**src/sv/mx44_pkg.sv**
```systemverilog
// Shared types for the matrix unit: operation codes and the pipeline tag
// that travels from the sequencer to the datapath. No dependencies.
`default_nettype none

package mx44_pkg;

   typedef enum logic [1:0] {
      OP_MUL   = 2'd0,
      OP_ADD   = 2'd1,
      OP_SUB   = 2'd2,
      OP_SCALE = 2'd3
   } op_type;

   typedef struct packed {
      logic valid;
      logic first;
      logic last;
   } tag_type;

endpackage

`default_nettype wire

```
**src/sv/mx44_store.sv**
```systemverilog
// Element memories for matrices A and B: one write port for loading and one
// registered read port each. Depends on nothing but its parameter.
`default_nettype none

module mx44_store #(
   parameter int DIM = 4
) (
   input  wire logic                              clock,
   input  wire logic                              wr_en,
   input  wire logic [$clog2(DIM*DIM)-1:0]        wr_addr,
   input  wire logic [31:0]                       wr_a,
   input  wire logic [31:0]                       wr_b,
   input  wire logic [$clog2(DIM*DIM)-1:0]        a_addr,
   input  wire logic [$clog2(DIM*DIM)-1:0]        b_addr,
   output logic signed [31:0]                     rd_a,
   output logic signed [31:0]                     rd_b
);

   localparam int NELEM = DIM * DIM;

   logic [31:0] a_mem [NELEM];
   logic [31:0] b_mem [NELEM];
   logic signed [31:0] rd_a_ff;
   logic signed [31:0] rd_b_ff;

   always_ff @(posedge clock) begin
      if (wr_en) begin
         a_mem[wr_addr] <= wr_a;
         b_mem[wr_addr] <= wr_b;
      end
   end

   always_ff @(posedge clock) begin
      rd_a_ff <= $signed(a_mem[a_addr]);
      rd_b_ff <= $signed(b_mem[b_addr]);
   end

   assign rd_a = rd_a_ff;
   assign rd_b = rd_b_ff;

endmodule

`default_nettype wire

```
**src/sv/mx44_sequencer.sv**
```systemverilog
// Load counter and run sequencer: walks elements and dot-product terms and
// issues store addresses with a pipeline tag. Depends on mx44_pkg.
`default_nettype none

module mx44_sequencer #(
   parameter int DIM = 4
) (
   input  wire logic                              clock,
   input  wire logic                              reset,
   input  wire logic                              start,
   input  wire logic [1:0]                        action,
   input  wire logic                              run_done,
   output logic                                   busy,
   output logic                                   wr_en,
   output logic [$clog2(DIM*DIM)-1:0]             wr_addr,
   output logic [$clog2(DIM*DIM)-1:0]             a_addr,
   output logic [$clog2(DIM*DIM)-1:0]             b_addr,
   output mx44_pkg::tag_type                      tag,
   output mx44_pkg::op_type                       op
);

   import mx44_pkg::*;

   localparam int NELEM = DIM * DIM;
   localparam int AW = $clog2(NELEM);
   localparam int CW = $clog2(DIM);

   typedef enum logic [2:0] {
      ST_LOAD  = 3'b001,
      ST_ISSUE = 3'b010,
      ST_DRAIN = 3'b100
   } state_type;

   state_type     state_ff, state_in;
   logic [AW-1:0] load_count_ff, load_count_in;
   logic [CW-1:0] row_ff, row_in;
   logic [CW-1:0] col_ff, col_in;
   logic [CW-1:0] k_ff, k_in;
   op_type        op_ff, op_in;
   logic [AW-1:0] a_addr_ff, a_addr_in;
   logic [AW-1:0] b_addr_ff, b_addr_in;
   tag_type       tag_ff, tag_in;

   logic          accept;
   logic          term_last;
   logic          row_last;
   logic          col_last;
   logic [AW-1:0] elem_addr;

   assign accept    = start && (state_ff == ST_LOAD);
   assign row_last  = (row_ff == CW'(DIM - 1));
   assign col_last  = (col_ff == CW'(DIM - 1));
   assign term_last = (op_ff != OP_MUL) || (k_ff == CW'(DIM - 1));
   assign elem_addr = AW'(row_ff) + AW'(col_ff) * AW'(DIM);

   always_comb begin
      state_in      = state_ff;
      load_count_in = load_count_ff;
      row_in        = row_ff;
      col_in        = col_ff;
      k_in          = k_ff;
      op_in         = op_ff;
      a_addr_in     = a_addr_ff;
      b_addr_in     = b_addr_ff;
      tag_in        = '0;
      case (state_ff)
         ST_LOAD: begin
            if (accept) begin
               if (load_count_ff == AW'(NELEM - 1)) begin
                  load_count_in = '0;
                  op_in         = op_type'(action);
                  state_in      = ST_ISSUE;
               end else begin
                  load_count_in = load_count_ff + 1'b1;
               end
            end
         end
         ST_ISSUE: begin
            case (op_ff)
               OP_MUL: begin
                  a_addr_in = AW'(row_ff) + AW'(k_ff) * AW'(DIM);
                  b_addr_in = AW'(k_ff) + AW'(col_ff) * AW'(DIM);
               end
               OP_SCALE: begin
                  a_addr_in = elem_addr;
                  b_addr_in = '0;
               end
               default: begin
                  a_addr_in = elem_addr;
                  b_addr_in = elem_addr;
               end
            endcase
            tag_in.valid = 1'b1;
            tag_in.first = (op_ff != OP_MUL) || (k_ff == '0);
            tag_in.last  = term_last;
            if (!term_last) begin
               k_in = k_ff + 1'b1;
            end else begin
               k_in = '0;
               if (!row_last) begin
                  row_in = row_ff + 1'b1;
               end else begin
                  row_in = '0;
                  if (!col_last) begin
                     col_in = col_ff + 1'b1;
                  end else begin
                     col_in   = '0;
                     state_in = ST_DRAIN;
                  end
               end
            end
         end
         ST_DRAIN: begin
            if (run_done) begin
               state_in = ST_LOAD;
            end
         end
         default: begin
            state_in = ST_LOAD;
         end
      endcase
   end

   always_ff @(posedge clock) begin
      if (reset) begin
         state_ff      <= ST_LOAD;
         load_count_ff <= '0;
         row_ff        <= '0;
         col_ff        <= '0;
         k_ff          <= '0;
         op_ff         <= OP_MUL;
         tag_ff        <= '0;
      end else begin
         state_ff      <= state_in;
         load_count_ff <= load_count_in;
         row_ff        <= row_in;
         col_ff        <= col_in;
         k_ff          <= k_in;
         op_ff         <= op_in;
         tag_ff        <= tag_in;
      end
   end

   always_ff @(posedge clock) begin
      a_addr_ff <= a_addr_in;
      b_addr_ff <= b_addr_in;
   end

   assign busy    = (state_ff != ST_LOAD);
   assign wr_en   = accept;
   assign wr_addr = load_count_ff;
   assign a_addr  = a_addr_ff;
   assign b_addr  = b_addr_ff;
   assign tag     = tag_ff;
   assign op      = op_ff;

endmodule

`default_nettype wire

```
**src/sv/mx44_datapath.sv**
```systemverilog
// Shared arithmetic unit: one signed multiplier or adder, accumulator,
// rounding and saturation, and the result register. Depends on mx44_pkg.
`default_nettype none

module mx44_datapath #(
   parameter int DIM = 4
) (
   input  wire logic                  clock,
   input  wire logic                  reset,
   input  mx44_pkg::op_type           op,
   input  mx44_pkg::tag_type          tag,
   input  wire logic signed [31:0]    rd_a,
   input  wire logic signed [31:0]    rd_b,
   output logic                       rsp_valid,
   output logic signed [31:0]         rsp_result_elem,
   output logic [3:0]                 rsp_elem_index,
   output logic                       rsp_last_result,
   output logic                       rsp_saturated
);

   import mx44_pkg::*;

   localparam int NELEM = DIM * DIM;
   localparam int AW = $clog2(NELEM);
   localparam int ACW = 64 + $clog2(DIM);
   localparam logic signed [ACW-1:0] HALF = {{(ACW-16){1'b0}}, 16'h8000};
   localparam logic signed [ACW-1:0] MAXV = {{(ACW-32){1'b0}}, 32'h7FFF_FFFF};
   localparam logic signed [ACW-1:0] MINV = {{(ACW-32){1'b1}}, 32'h8000_0000};

   tag_type              tag1_ff, tag2_ff, tag3_ff;
   logic signed [63:0]   prod_ff, prod_in;
   logic signed [63:0]   mul_res;
   logic signed [63:0]   a_ext, b_ext;
   logic signed [ACW-1:0] acc_ff, acc_in;
   logic signed [ACW-1:0] prod_wide;
   logic signed [ACW-1:0] rnd_ff, rnd_in;
   logic                 rnd_valid_ff;
   logic [AW-1:0]        rnd_idx_ff;
   logic [AW-1:0]        out_idx_ff;
   logic                 do_round;
   logic [AW+3:0]        idx_wide;
   logic                 rsp_valid_ff;
   logic signed [31:0]   rsp_result_ff, sat_val;
   logic [3:0]           rsp_index_ff;
   logic                 rsp_last_ff, rsp_sat_ff, sat_flag, idx_last;

   assign a_ext   = {{32{rd_a[31]}}, rd_a};
   assign b_ext   = {{32{rd_b[31]}}, rd_b};
   assign mul_res = rd_a * rd_b;

   always_comb begin
      case (op)
         OP_ADD:  prod_in = a_ext + b_ext;
         OP_SUB:  prod_in = a_ext - b_ext;
         default: prod_in = mul_res;
      endcase
   end

   assign prod_wide = {{(ACW-64){prod_ff[63]}}, prod_ff};
   assign acc_in    = tag2_ff.first ? prod_wide : acc_ff + prod_wide;
   assign do_round  = (op == OP_MUL) || (op == OP_SCALE);
   assign rnd_in    = do_round ? ((acc_ff + HALF) >>> 16) : acc_ff;
   assign idx_last  = (rnd_idx_ff == AW'(NELEM - 1));
   assign idx_wide  = {4'b0000, rnd_idx_ff};

   always_comb begin
      sat_flag = 1'b0;
      sat_val  = rnd_ff[31:0];
      if (rnd_ff > MAXV) begin
         sat_flag = 1'b1;
         sat_val  = 32'sh7FFF_FFFF;
      end else if (rnd_ff < MINV) begin
         sat_flag = 1'b1;
         sat_val  = -32'sh8000_0000;
      end
   end

   always_ff @(posedge clock) begin
      if (reset) begin
         tag1_ff      <= '0;
         tag2_ff      <= '0;
         tag3_ff      <= '0;
         rnd_valid_ff <= 1'b0;
         out_idx_ff   <= '0;
         rsp_valid_ff <= 1'b0;
      end else begin
         tag1_ff      <= tag;
         tag2_ff      <= tag1_ff;
         tag3_ff      <= tag2_ff;
         rnd_valid_ff <= tag3_ff.valid && tag3_ff.last;
         if (tag3_ff.valid && tag3_ff.last) begin
            out_idx_ff <= (out_idx_ff == AW'(NELEM - 1)) ? '0 : out_idx_ff + 1'b1;
         end
         rsp_valid_ff <= rnd_valid_ff;
      end
   end

   always_ff @(posedge clock) begin
      if (tag1_ff.valid) begin
         prod_ff <= prod_in;
      end
      if (tag2_ff.valid) begin
         acc_ff <= acc_in;
      end
      if (tag3_ff.valid && tag3_ff.last) begin
         rnd_ff     <= rnd_in;
         rnd_idx_ff <= out_idx_ff;
      end
      rsp_result_ff <= sat_val;
      rsp_index_ff  <= idx_wide[3:0];
      rsp_last_ff   <= idx_last;
      rsp_sat_ff    <= sat_flag;
   end

   assign rsp_valid       = rsp_valid_ff;
   assign rsp_result_elem = rsp_result_ff;
   assign rsp_elem_index  = rsp_index_ff;
   assign rsp_last_result = rsp_valid_ff && rsp_last_ff;
   assign rsp_saturated   = rsp_sat_ff;

endmodule

`default_nettype wire

```
**src/sv/matrix4x4_alu_top.sv**
```systemverilog
// Top level of the fixed-point matrix unit: store, sequencer and shared
// datapath. Depends on mx44_pkg, mx44_store, mx44_sequencer, mx44_datapath.
`default_nettype none

// The unit takes DIM*DIM words, one per cycle while busy is low, each with
// one column-major element of A and of B in signed Q16.16; action is taken
// from the word that completes the set. Busy then rises and the unit issues
// one term per cycle to its single multiplier-adder: DIM*DIM*DIM terms for
// the product and DIM*DIM for add, subtract or scale. Results come out
// column-major, each on rsp_valid for one cycle, and must be taken when
// shown since there is no back-pressure. Busy falls in the cycle after the
// last result.
module matrix4x4_alu_top #(
   parameter int DIM = 4
) (
   input  wire logic               clock,
   input  wire logic               reset,
   input  wire logic               start,
   output logic                    busy,
   input  wire logic [1:0]         req_action,
   input  wire logic signed [31:0] req_a_elem,
   input  wire logic signed [31:0] req_b_elem,
   output logic                    rsp_valid,
   output logic signed [31:0]      rsp_result_elem,
   output logic [3:0]              rsp_elem_index,
   output logic                    rsp_last_result,
   output logic                    rsp_saturated
);

   import mx44_pkg::*;

   localparam int AW = $clog2(DIM * DIM);

   logic               wr_en;
   logic [AW-1:0]      wr_addr;
   logic [AW-1:0]      a_addr;
   logic [AW-1:0]      b_addr;
   logic signed [31:0] rd_a;
   logic signed [31:0] rd_b;
   tag_type            tag;
   op_type             op;

   mx44_sequencer #(.DIM(DIM)) u_seq (
      .clock    (clock),
      .reset    (reset),
      .start    (start),
      .action   (req_action),
      .run_done (rsp_last_result),
      .busy     (busy),
      .wr_en    (wr_en),
      .wr_addr  (wr_addr),
      .a_addr   (a_addr),
      .b_addr   (b_addr),
      .tag      (tag),
      .op       (op)
   );

   mx44_store #(.DIM(DIM)) u_store (
      .clock   (clock),
      .wr_en   (wr_en),
      .wr_addr (wr_addr),
      .wr_a    (req_a_elem),
      .wr_b    (req_b_elem),
      .a_addr  (a_addr),
      .b_addr  (b_addr),
      .rd_a    (rd_a),
      .rd_b    (rd_b)
   );

   mx44_datapath #(.DIM(DIM)) u_dp (
      .clock           (clock),
      .reset           (reset),
      .op              (op),
      .tag             (tag),
      .rd_a            (rd_a),
      .rd_b            (rd_b),
      .rsp_valid       (rsp_valid),
      .rsp_result_elem (rsp_result_elem),
      .rsp_elem_index  (rsp_elem_index),
      .rsp_last_result (rsp_last_result),
      .rsp_saturated   (rsp_saturated)
   );

`ifndef NO_ASSERTIONS
   a_no_result_idle: assert property (@(posedge clock) disable iff (reset)
      !busy |-> !rsp_valid)
      else $error("Result word shown while the unit is idle.");

   a_last_ends_run: assert property (@(posedge clock) disable iff (reset)
      rsp_last_result |=> !busy)
      else $error("Unit still busy after the last result word.");

   a_busy_from_start: assert property (@(posedge clock) disable iff (reset)
      $rose(busy) |-> $past(start))
      else $error("Busy rose without an accepted input word.");
`endif

endmodule

`default_nettype wire

```
**config.mk**
```make
export PLATFORM = sky130hd
export DESIGN_NAME = matrix4x4_alu_top
export DESIGN_NICKNAME = d
export VERILOG_FILES = /design/src/sv/mx44_pkg.sv /design/src/sv/mx44_store.sv /design/src/sv/mx44_sequencer.sv /design/src/sv/mx44_datapath.sv /design/src/sv/matrix4x4_alu_top.sv
export SDC_FILE = /design/constraint.sdc
export NUM_CORES = 2
export LEC_CHECK = 0
export CORE_ASPECT_RATIO = 1.2
export CORE_MARGIN = 4
export CORE_UTILIZATION = 56
export DETAILED_ROUTE_END_ITERATION = 12
export DONT_BUFFER_PORTS = 1
export PLACE_DENSITY = 0.83
export SYNTH_ARGS = -nofsm -noshare
export SYNTH_HDL_FRONTEND = slang
export SYNTH_SLANG_ARGS = --single-unit
```
**constraint.sdc**
```tcl
create_clock -name clock -period 8.5 [get_ports clock]
set_input_delay 1.7 -clock clock [delete_from_list [all_inputs] [get_ports clock]]
set_output_delay 1.7 -clock clock [all_outputs]
set_load 0.03 [all_outputs]
```
* Word level (Yosys, flattened, before mapping) *
Memory sizes are Yosys's and may differ from the RTL's. A register that Yosys moved wholly into a read port is not among the register bits.
Cells that the tools add are included.

cells by class
  mux-type cells = 22
  equal/unequal tests = 19
  $add $sub $neg = 12
  bitwise gates (word level) = 1
  order comparisons = 2
  multipliers = 1
  reduce and logical (&&, ||, !) cells = 15

operators with widths
  cell                      number
  $mux W66                  2
  $pmux W64 S2              1
  $add A66 B17 Y66 const B  1
  $add A66 B64 Y66          1
  $gt A66 B32 Y1 const B    1
  $lt A66 B32 Y1 const B    1
  $mul A32 B32 Y64          1
  $add A32 B32 Y33          1
  $sub A32 B32 Y33          1
  $mux W32                  1
  $mux W3                   7
  $add A2 B4 Y4             3
  $eq A4 B4 Y1 const B      3
  $mux W4                   3
  $eq A2 B2 Y1 const B      5
  $pmux W3 S3               1
  $add A4 B1 Y4 const B     2
  $ne A2 B1 Y1 const B      4
  $pmux W4 S2               1
  $add A2 B1 Y2 const B     3
  $mux W2                   3
  $reduce_and A3 Y1         2
  $reduce_and A6 Y1         1
  $logic_not A2 Y1          2
  13 further kinds          21

word-level totals
  bits in writable memories = 1,024
  output and inout bits = 40
  memories kept = 2
  word-level logic and storage cells = 104
  bits of input ports = 69
  bits in registers = 278

memories
  name           words  bits a word  rd ports  clocked after memory_dff  wr ports  line              text
  u_store.a_mem  16     32           1         1                         1         mx44_store.sv:21  logic [31:0] a_mem [NELEM];
  u_store.b_mem  16     32           1         1                         1         mx44_store.sv:22  logic [31:0] b_mem [NELEM];

* Longest topological paths before layout *
  word-level depth = 5
  depth in mapped cells = 30
  depth with buffers taken out = 28

* Cells and area by module *
From an unflattened synthesis, not the netlist that was laid out.

unflattened totals
  cells, all modules = 7,603
  area, all modules = 94,398.0 µm²

by module, submodules not included
  module          cells each  instances  area an instance (µm²)  sequential area each (µm²)
  mx44_datapath   5,836       1          53,685.2                7,046.8
  mx44_store      1,653       1          39,594.2                32,030.7
  mx44_sequencer  114         1          1,118.6                 600.6

* Least setup slack after synthesis *
OpenSTA, ideal clock, no wires.

  path type = reg2reg
  start point = register u_store.rd_a_ff[31], in the netlist u_store.rd_a[31], read port of u_store.a_mem
  end point = register u_dp.prod_ff[61] (data pin)
  data required time = 8.239 ns
  data arrival time = 7.605 ns
  setup slack = 0.634 ns
  period minus slack after synthesis = 7.866 ns
  cell stages (with the launch flop) = 31
  library setup time = 0.261 ns
  path buffers = 3
  cell sequence = dfxtp_1 -> clkbuf_1 -> buf_1 -> nand2_1 -> inv_1 -> fa_1 -> inv_1 -> fa_1 -> inv_1 -> fa_1 -> fa_1 -> inv_1 -> fa_1 -> inv_1 -> fa_1 -> inv_1 -> fa_1 -> inv_1 -> fa_1 -> ha_1 -> clkbuf_1 -> nor2b_1 -> o21ai_0 -> nand2b_1 -> a21oi_1 -> nor2_1 -> a21oi_1 -> o31ai_1 -> o21ai_0 -> mux2i_1 -> nand3_1

between the ends
  longest elaborated chain between the ends = 2
  elaborated cells between the ends (all ways) = 4
  classes of those cells = 2 x add/sub; 1 x mul; 1 x mux

RTL lines
  item                                      line                  text
  start, declared                           mx44_store.sv:23      logic signed [31:0] rd_a_ff;
  $mul A32 B32 Y64 (tied with other cells)  mx44_datapath.sv:49   assign mul_res = rd_a * rd_b;
  $pmux W64 S2 (*)                          mx44_datapath.sv:52   case (op)
  via u_dp.prod_in[61]                      mx44_datapath.sv:31   logic signed [63:0] prod_ff, prod_in;
  end signal, assigned                      mx44_datapath.sv:100  prod_ff <= prod_in;
  end, declared                             mx44_datapath.sv:31

The timed path passes the listed nets; every way through them passes the cells marked *.
A chain may end at the register's enable or synchronous reset.

* Final worst setup path *
  start point = register u_store.rd_a_ff[13], in the netlist u_store.rd_a[13], read port of u_store.a_mem
  end point = register u_dp.prod_ff[42] (data pin)

Same word-level chain as after synthesis.

==> flow_summary_export.csv <==
group,metric,value,unit
sta,setup-violations-final,0,
floorplan,die_area,174200,sq um
floorplan,initial_core_util,0.5633,
global_route,grt_pass1_vias,66593,
cts,htree_levels,4,
cts,clk_latency,0.82,ns
worst_setup_path,path_max_fanout,18,
power_and_ir_drop,power.total,30810,uW
place,io_buffers,0,
run_status,status,"finished clean",
power_and_ir_drop,p_per_area,301.1,nW/um^2
layout,final_nets,8862,
layout,area_delta_synth_final,9.028,%
detailed_routing,vias_per_cell,6.330,
synthesis,syn_nets,8858,
layout,mostFrequentLayoutCell,"edfxtp_1",
sta,maxSlewHeadroom,0.1611,
sta,maxClockFrequency,119.9,MHz
sta,period_minus_slack,8.344,ns
job,maxCapViolCount,0,
sta,period_share,0.9816,
detailed_routing,drc,0,
synthesis,synth_edf_count,1232,
floorplan,core_area,166600,sq um
sta,timing.final.hold_violations,0,
sta,tightestPinTransition,1.258,ns
place,place.gp.congestion,0.9891,
cts,clock_sinks,1366,
cts,cts_made_buffers,135,
global_route,grt_pass1_wl,405700,um
worst_setup_path,end_kind,"flip-flop",
synthesis,synth_cells,7377,
power_and_ir_drop,leakage,0.04070,uW
worst_setup_path,cp.arrival,8.79,ns
synthesis,yosys_warnings,0,
synthesis,syn_area,93850,sq um
layout,final_cell_mix,"edfxtp_1, fa_1, inv_1",
synthesis,async_flop_share,0,
detailed_routing,firstDrtPassIters,8,
layout,drive_gt1_frac,0.1140,
detailed_routing,ant_nets,0,
cts,postCtsHoldBufs,0,
synthesis,yosysUniqueCellTypes,78,
floorplan,pin_count,109,
synthesis,seq_area_frac_synth,0.4228,
worst_setup_path,path_class,"flip-flop to flip-flop",
global_route,grt_max_degree,129,
global_route,antenna_found_initial,6,
worst_setup_path,start_kind,"flip-flop",
sta,skew,0.06247,ns
floorplan,fp.dieW,381.7,um
floorplan,die_h,456.5,um
global_route,grt_remaining_overflow,0,
global_route,grt_use_total,0.3094,
floorplan,rows,164,
cts,clockBufferDepth,3,
detailed_routing,wire_per_inst,27.84,um
detailed_routing,num_vias,61625,
detailed_routing,first_iter_violations,7694,
synthesis,synth-seq-cells,1366,
sta,rsz0062_at_grt,"true",
power_and_ir_drop,ir_worst_vdd,0.6748,mV
layout,final_core_util,0.6141,
sta,drv_slew,0,
cts,clkSlewWorstSetupHoldPaths,0.07,ns
place,dp_hpwl,179200,um
hold_path,hold_class,"flip-flop to flip-flop",
cts,cts-root-buf,"clkbuf_16",
worst_setup_path,reg2reg_depth,22,
detailed_routing,wl,271000,um
synthesis,ys.flop_type,"edfxtp_1",
hold_path,hold_depth,0,
cts,cts_tree,"yes",
synthesis,avgSynthCellArea,12.72,sq um
worst_setup_path,critPathRequiredTime,8.94,ns
-- power breakdown --
group | total (uW) | internal, uW | switching, uW
sequential | 8050 | 8020 | 35.1
combinational | 16300 | 7010 | 9300
clock | 6450 | 3580 | 2870
total | 30800 | 18600 | 12200
-- cell type report --
| class | count | area (sq um) |
|---|---|---|
| fill | 11981 | 64300 |
| multi-input combinational | 4576 | 48950 |
| sequential | 1366 | 39700 |
| inverter | 1058 | 3979 |
| clock buffer | 177 | 3750 |
| tap | 2241 | 2804 |
| timing repair buffer | 244 | 2143 |
| clock inverter | 72 | 999.7 |
| antenna | 1 | 2.502 |
-- sequential cells by signal (all words and copies together) (netlist names), 2 cells and up --
signal                count
u_dp.acc_ff              66
u_dp.out_idx_ff           4
u_dp.prod_ff             64
u_dp.rnd_ff              66
u_dp.rnd_idx_ff           4
u_dp.rsp_elem_index       4
u_dp.rsp_result_elem     32
u_dp.tag1_ff              3
u_dp.tag2_ff              3
u_dp.tag3_ff              2
u_seq.a_addr              4
u_seq.b_addr              4
u_seq.col_ff              2
u_seq.k_ff                2
u_seq.op                  2
u_seq.row_ff              2
u_seq.state_ff            3
u_seq.tag                 3
u_seq.wr_addr             4
u_store.a_mem           512
u_store.b_mem           512
u_store.rd_a             32
u_store.rd_b             32
-- critical path: stages, from the launching register on --
cell and delay, ns:
dfxtp_1 0.76, buf_4 0.43, and2_1 0.21, fa_1 0.47, fa_1 0.54, inv_1 0.05
fa_1 0.47, fa_1 0.53, inv_1 0.06, fa_1 0.55, fa_1 0.43, fa_1 0.51
fa_1 0.44, ha_1 0.36, nand3_1 0.23, nor3b_1 0.13, a311oi_1 0.46, o31a_1 0.44
o21ai_0 0.25, a21oi_1 0.27, o21bai_1 0.11, xnor2_1 0.17, o21ai_0 0.11
-- path summary, 6_finish.rpt --
path,startpoint,end,slack [ns]
setup / recovery,u_store.rd_a[13],u_dp.prod_ff[42],0.16
setup reg to reg,u_store.rd_a[13],u_dp.prod_ff[42],0.16
hold reg to reg,u_dp.rnd_idx_ff[3],u_dp.rsp_elem_index[3],0.36
hold / removal,u_dp.rnd_idx_ff[3],u_dp.rsp_elem_index[3],0.36
-- cells by family (layout without fill, tap and decap cells) --
| kind of cell | Yosys count | in the layout | synth area share |
|---|---|---|---|
| flip-flops | 1366 | 1366 | 0.4228 |
| adder cells (fa/ha/maj) | 1412 | 1412 | 0.2750 |
| XOR/XNOR | 184 | 184 | 0.01717 |
| multiplexers | 330 | 330 | 0.07791 |
| AO/OA/AOI/OAI | 851 | 851 | 0.05769 |
| other | 0 | 1 | 0 |
| AND/OR/NAND/NOR | 1799 | 1799 | 0.09191 |
| buffers and inverters | 1435 | 1551 | 0.05750 |
-- Yosys cell counts, drive strengths merged, types with 23 or more instances --
master | number | share of area
mux4 | 320 | 0.077
nor4 | 23 | 0.0015
o21a | 24 | 0.0019
and2 | 476 | 0.032
nor2b | 28 | 0.0019
xor2 | 78 | 0.0073
dfxtp | 134 | 0.029
buf | 43 | 0.0018
ha | 327 | 0.044
nand2 | 791 | 0.032
a31oi | 27 | 0.0018
o211ai | 24 | 0.0019
inv | 1055 | 0.042
o21bai | 32 | 0.0026
clkbuf | 334 | 0.013
fa | 1085 | 0.23
o21ai | 253 | 0.013
nand4 | 36 | 0.0024
nor3 | 43 | 0.0023
a21oi | 201 | 0.011
nand2b | 25 | 0.0017
a21o | 114 | 0.0091
and3 | 28 | 0.0019
nand3 | 69 | 0.0037
edfxtp | 1232 | 0.39
nor2 | 229 | 0.0092
xnor2 | 106 | 0.0099
-- metrics by stage --
step	instance area [sq um]	cells	hold slack (ns)	setup slack (ns)	TNS, ns
6_report	102300	9735	0.3626	0.1562	0
5_1_grt	102300	9734	0.3913	-0.06134	-0.1352
4_1_cts	102200	9733	0.3645	0.01835	0
3_5_place_dp	97500	9484	0.3543	0.05882	0
3_3_place_gp	97500	9484	0.3483	0.1954	0
2_1_floorplan	93850	7377	0.3399	0.6336	0
-- routing by layer --
metal | vias to the layer above | wire length (um) | global-route usage
met5 | - | 57 | 0
met4 | 8 | 20180 | 0.1897
met3 | 1270 | 28650 | 0.07666
met2 | 4437 | 133000 | 0.5201
met1 | 30991 | 89090 | 0.3580
li1 | 24919 | - | -
-- repair_timing --
| action | CTS | global route |
|---|---|---|
| buffers inserted | 0 | 1 |
| hold endpoints to repair | 0 | 0 |
| resized for setup | 0 | 27 |
| setup endpoints to repair | 0 | 15 |
(Power assumes the default switching activity.)
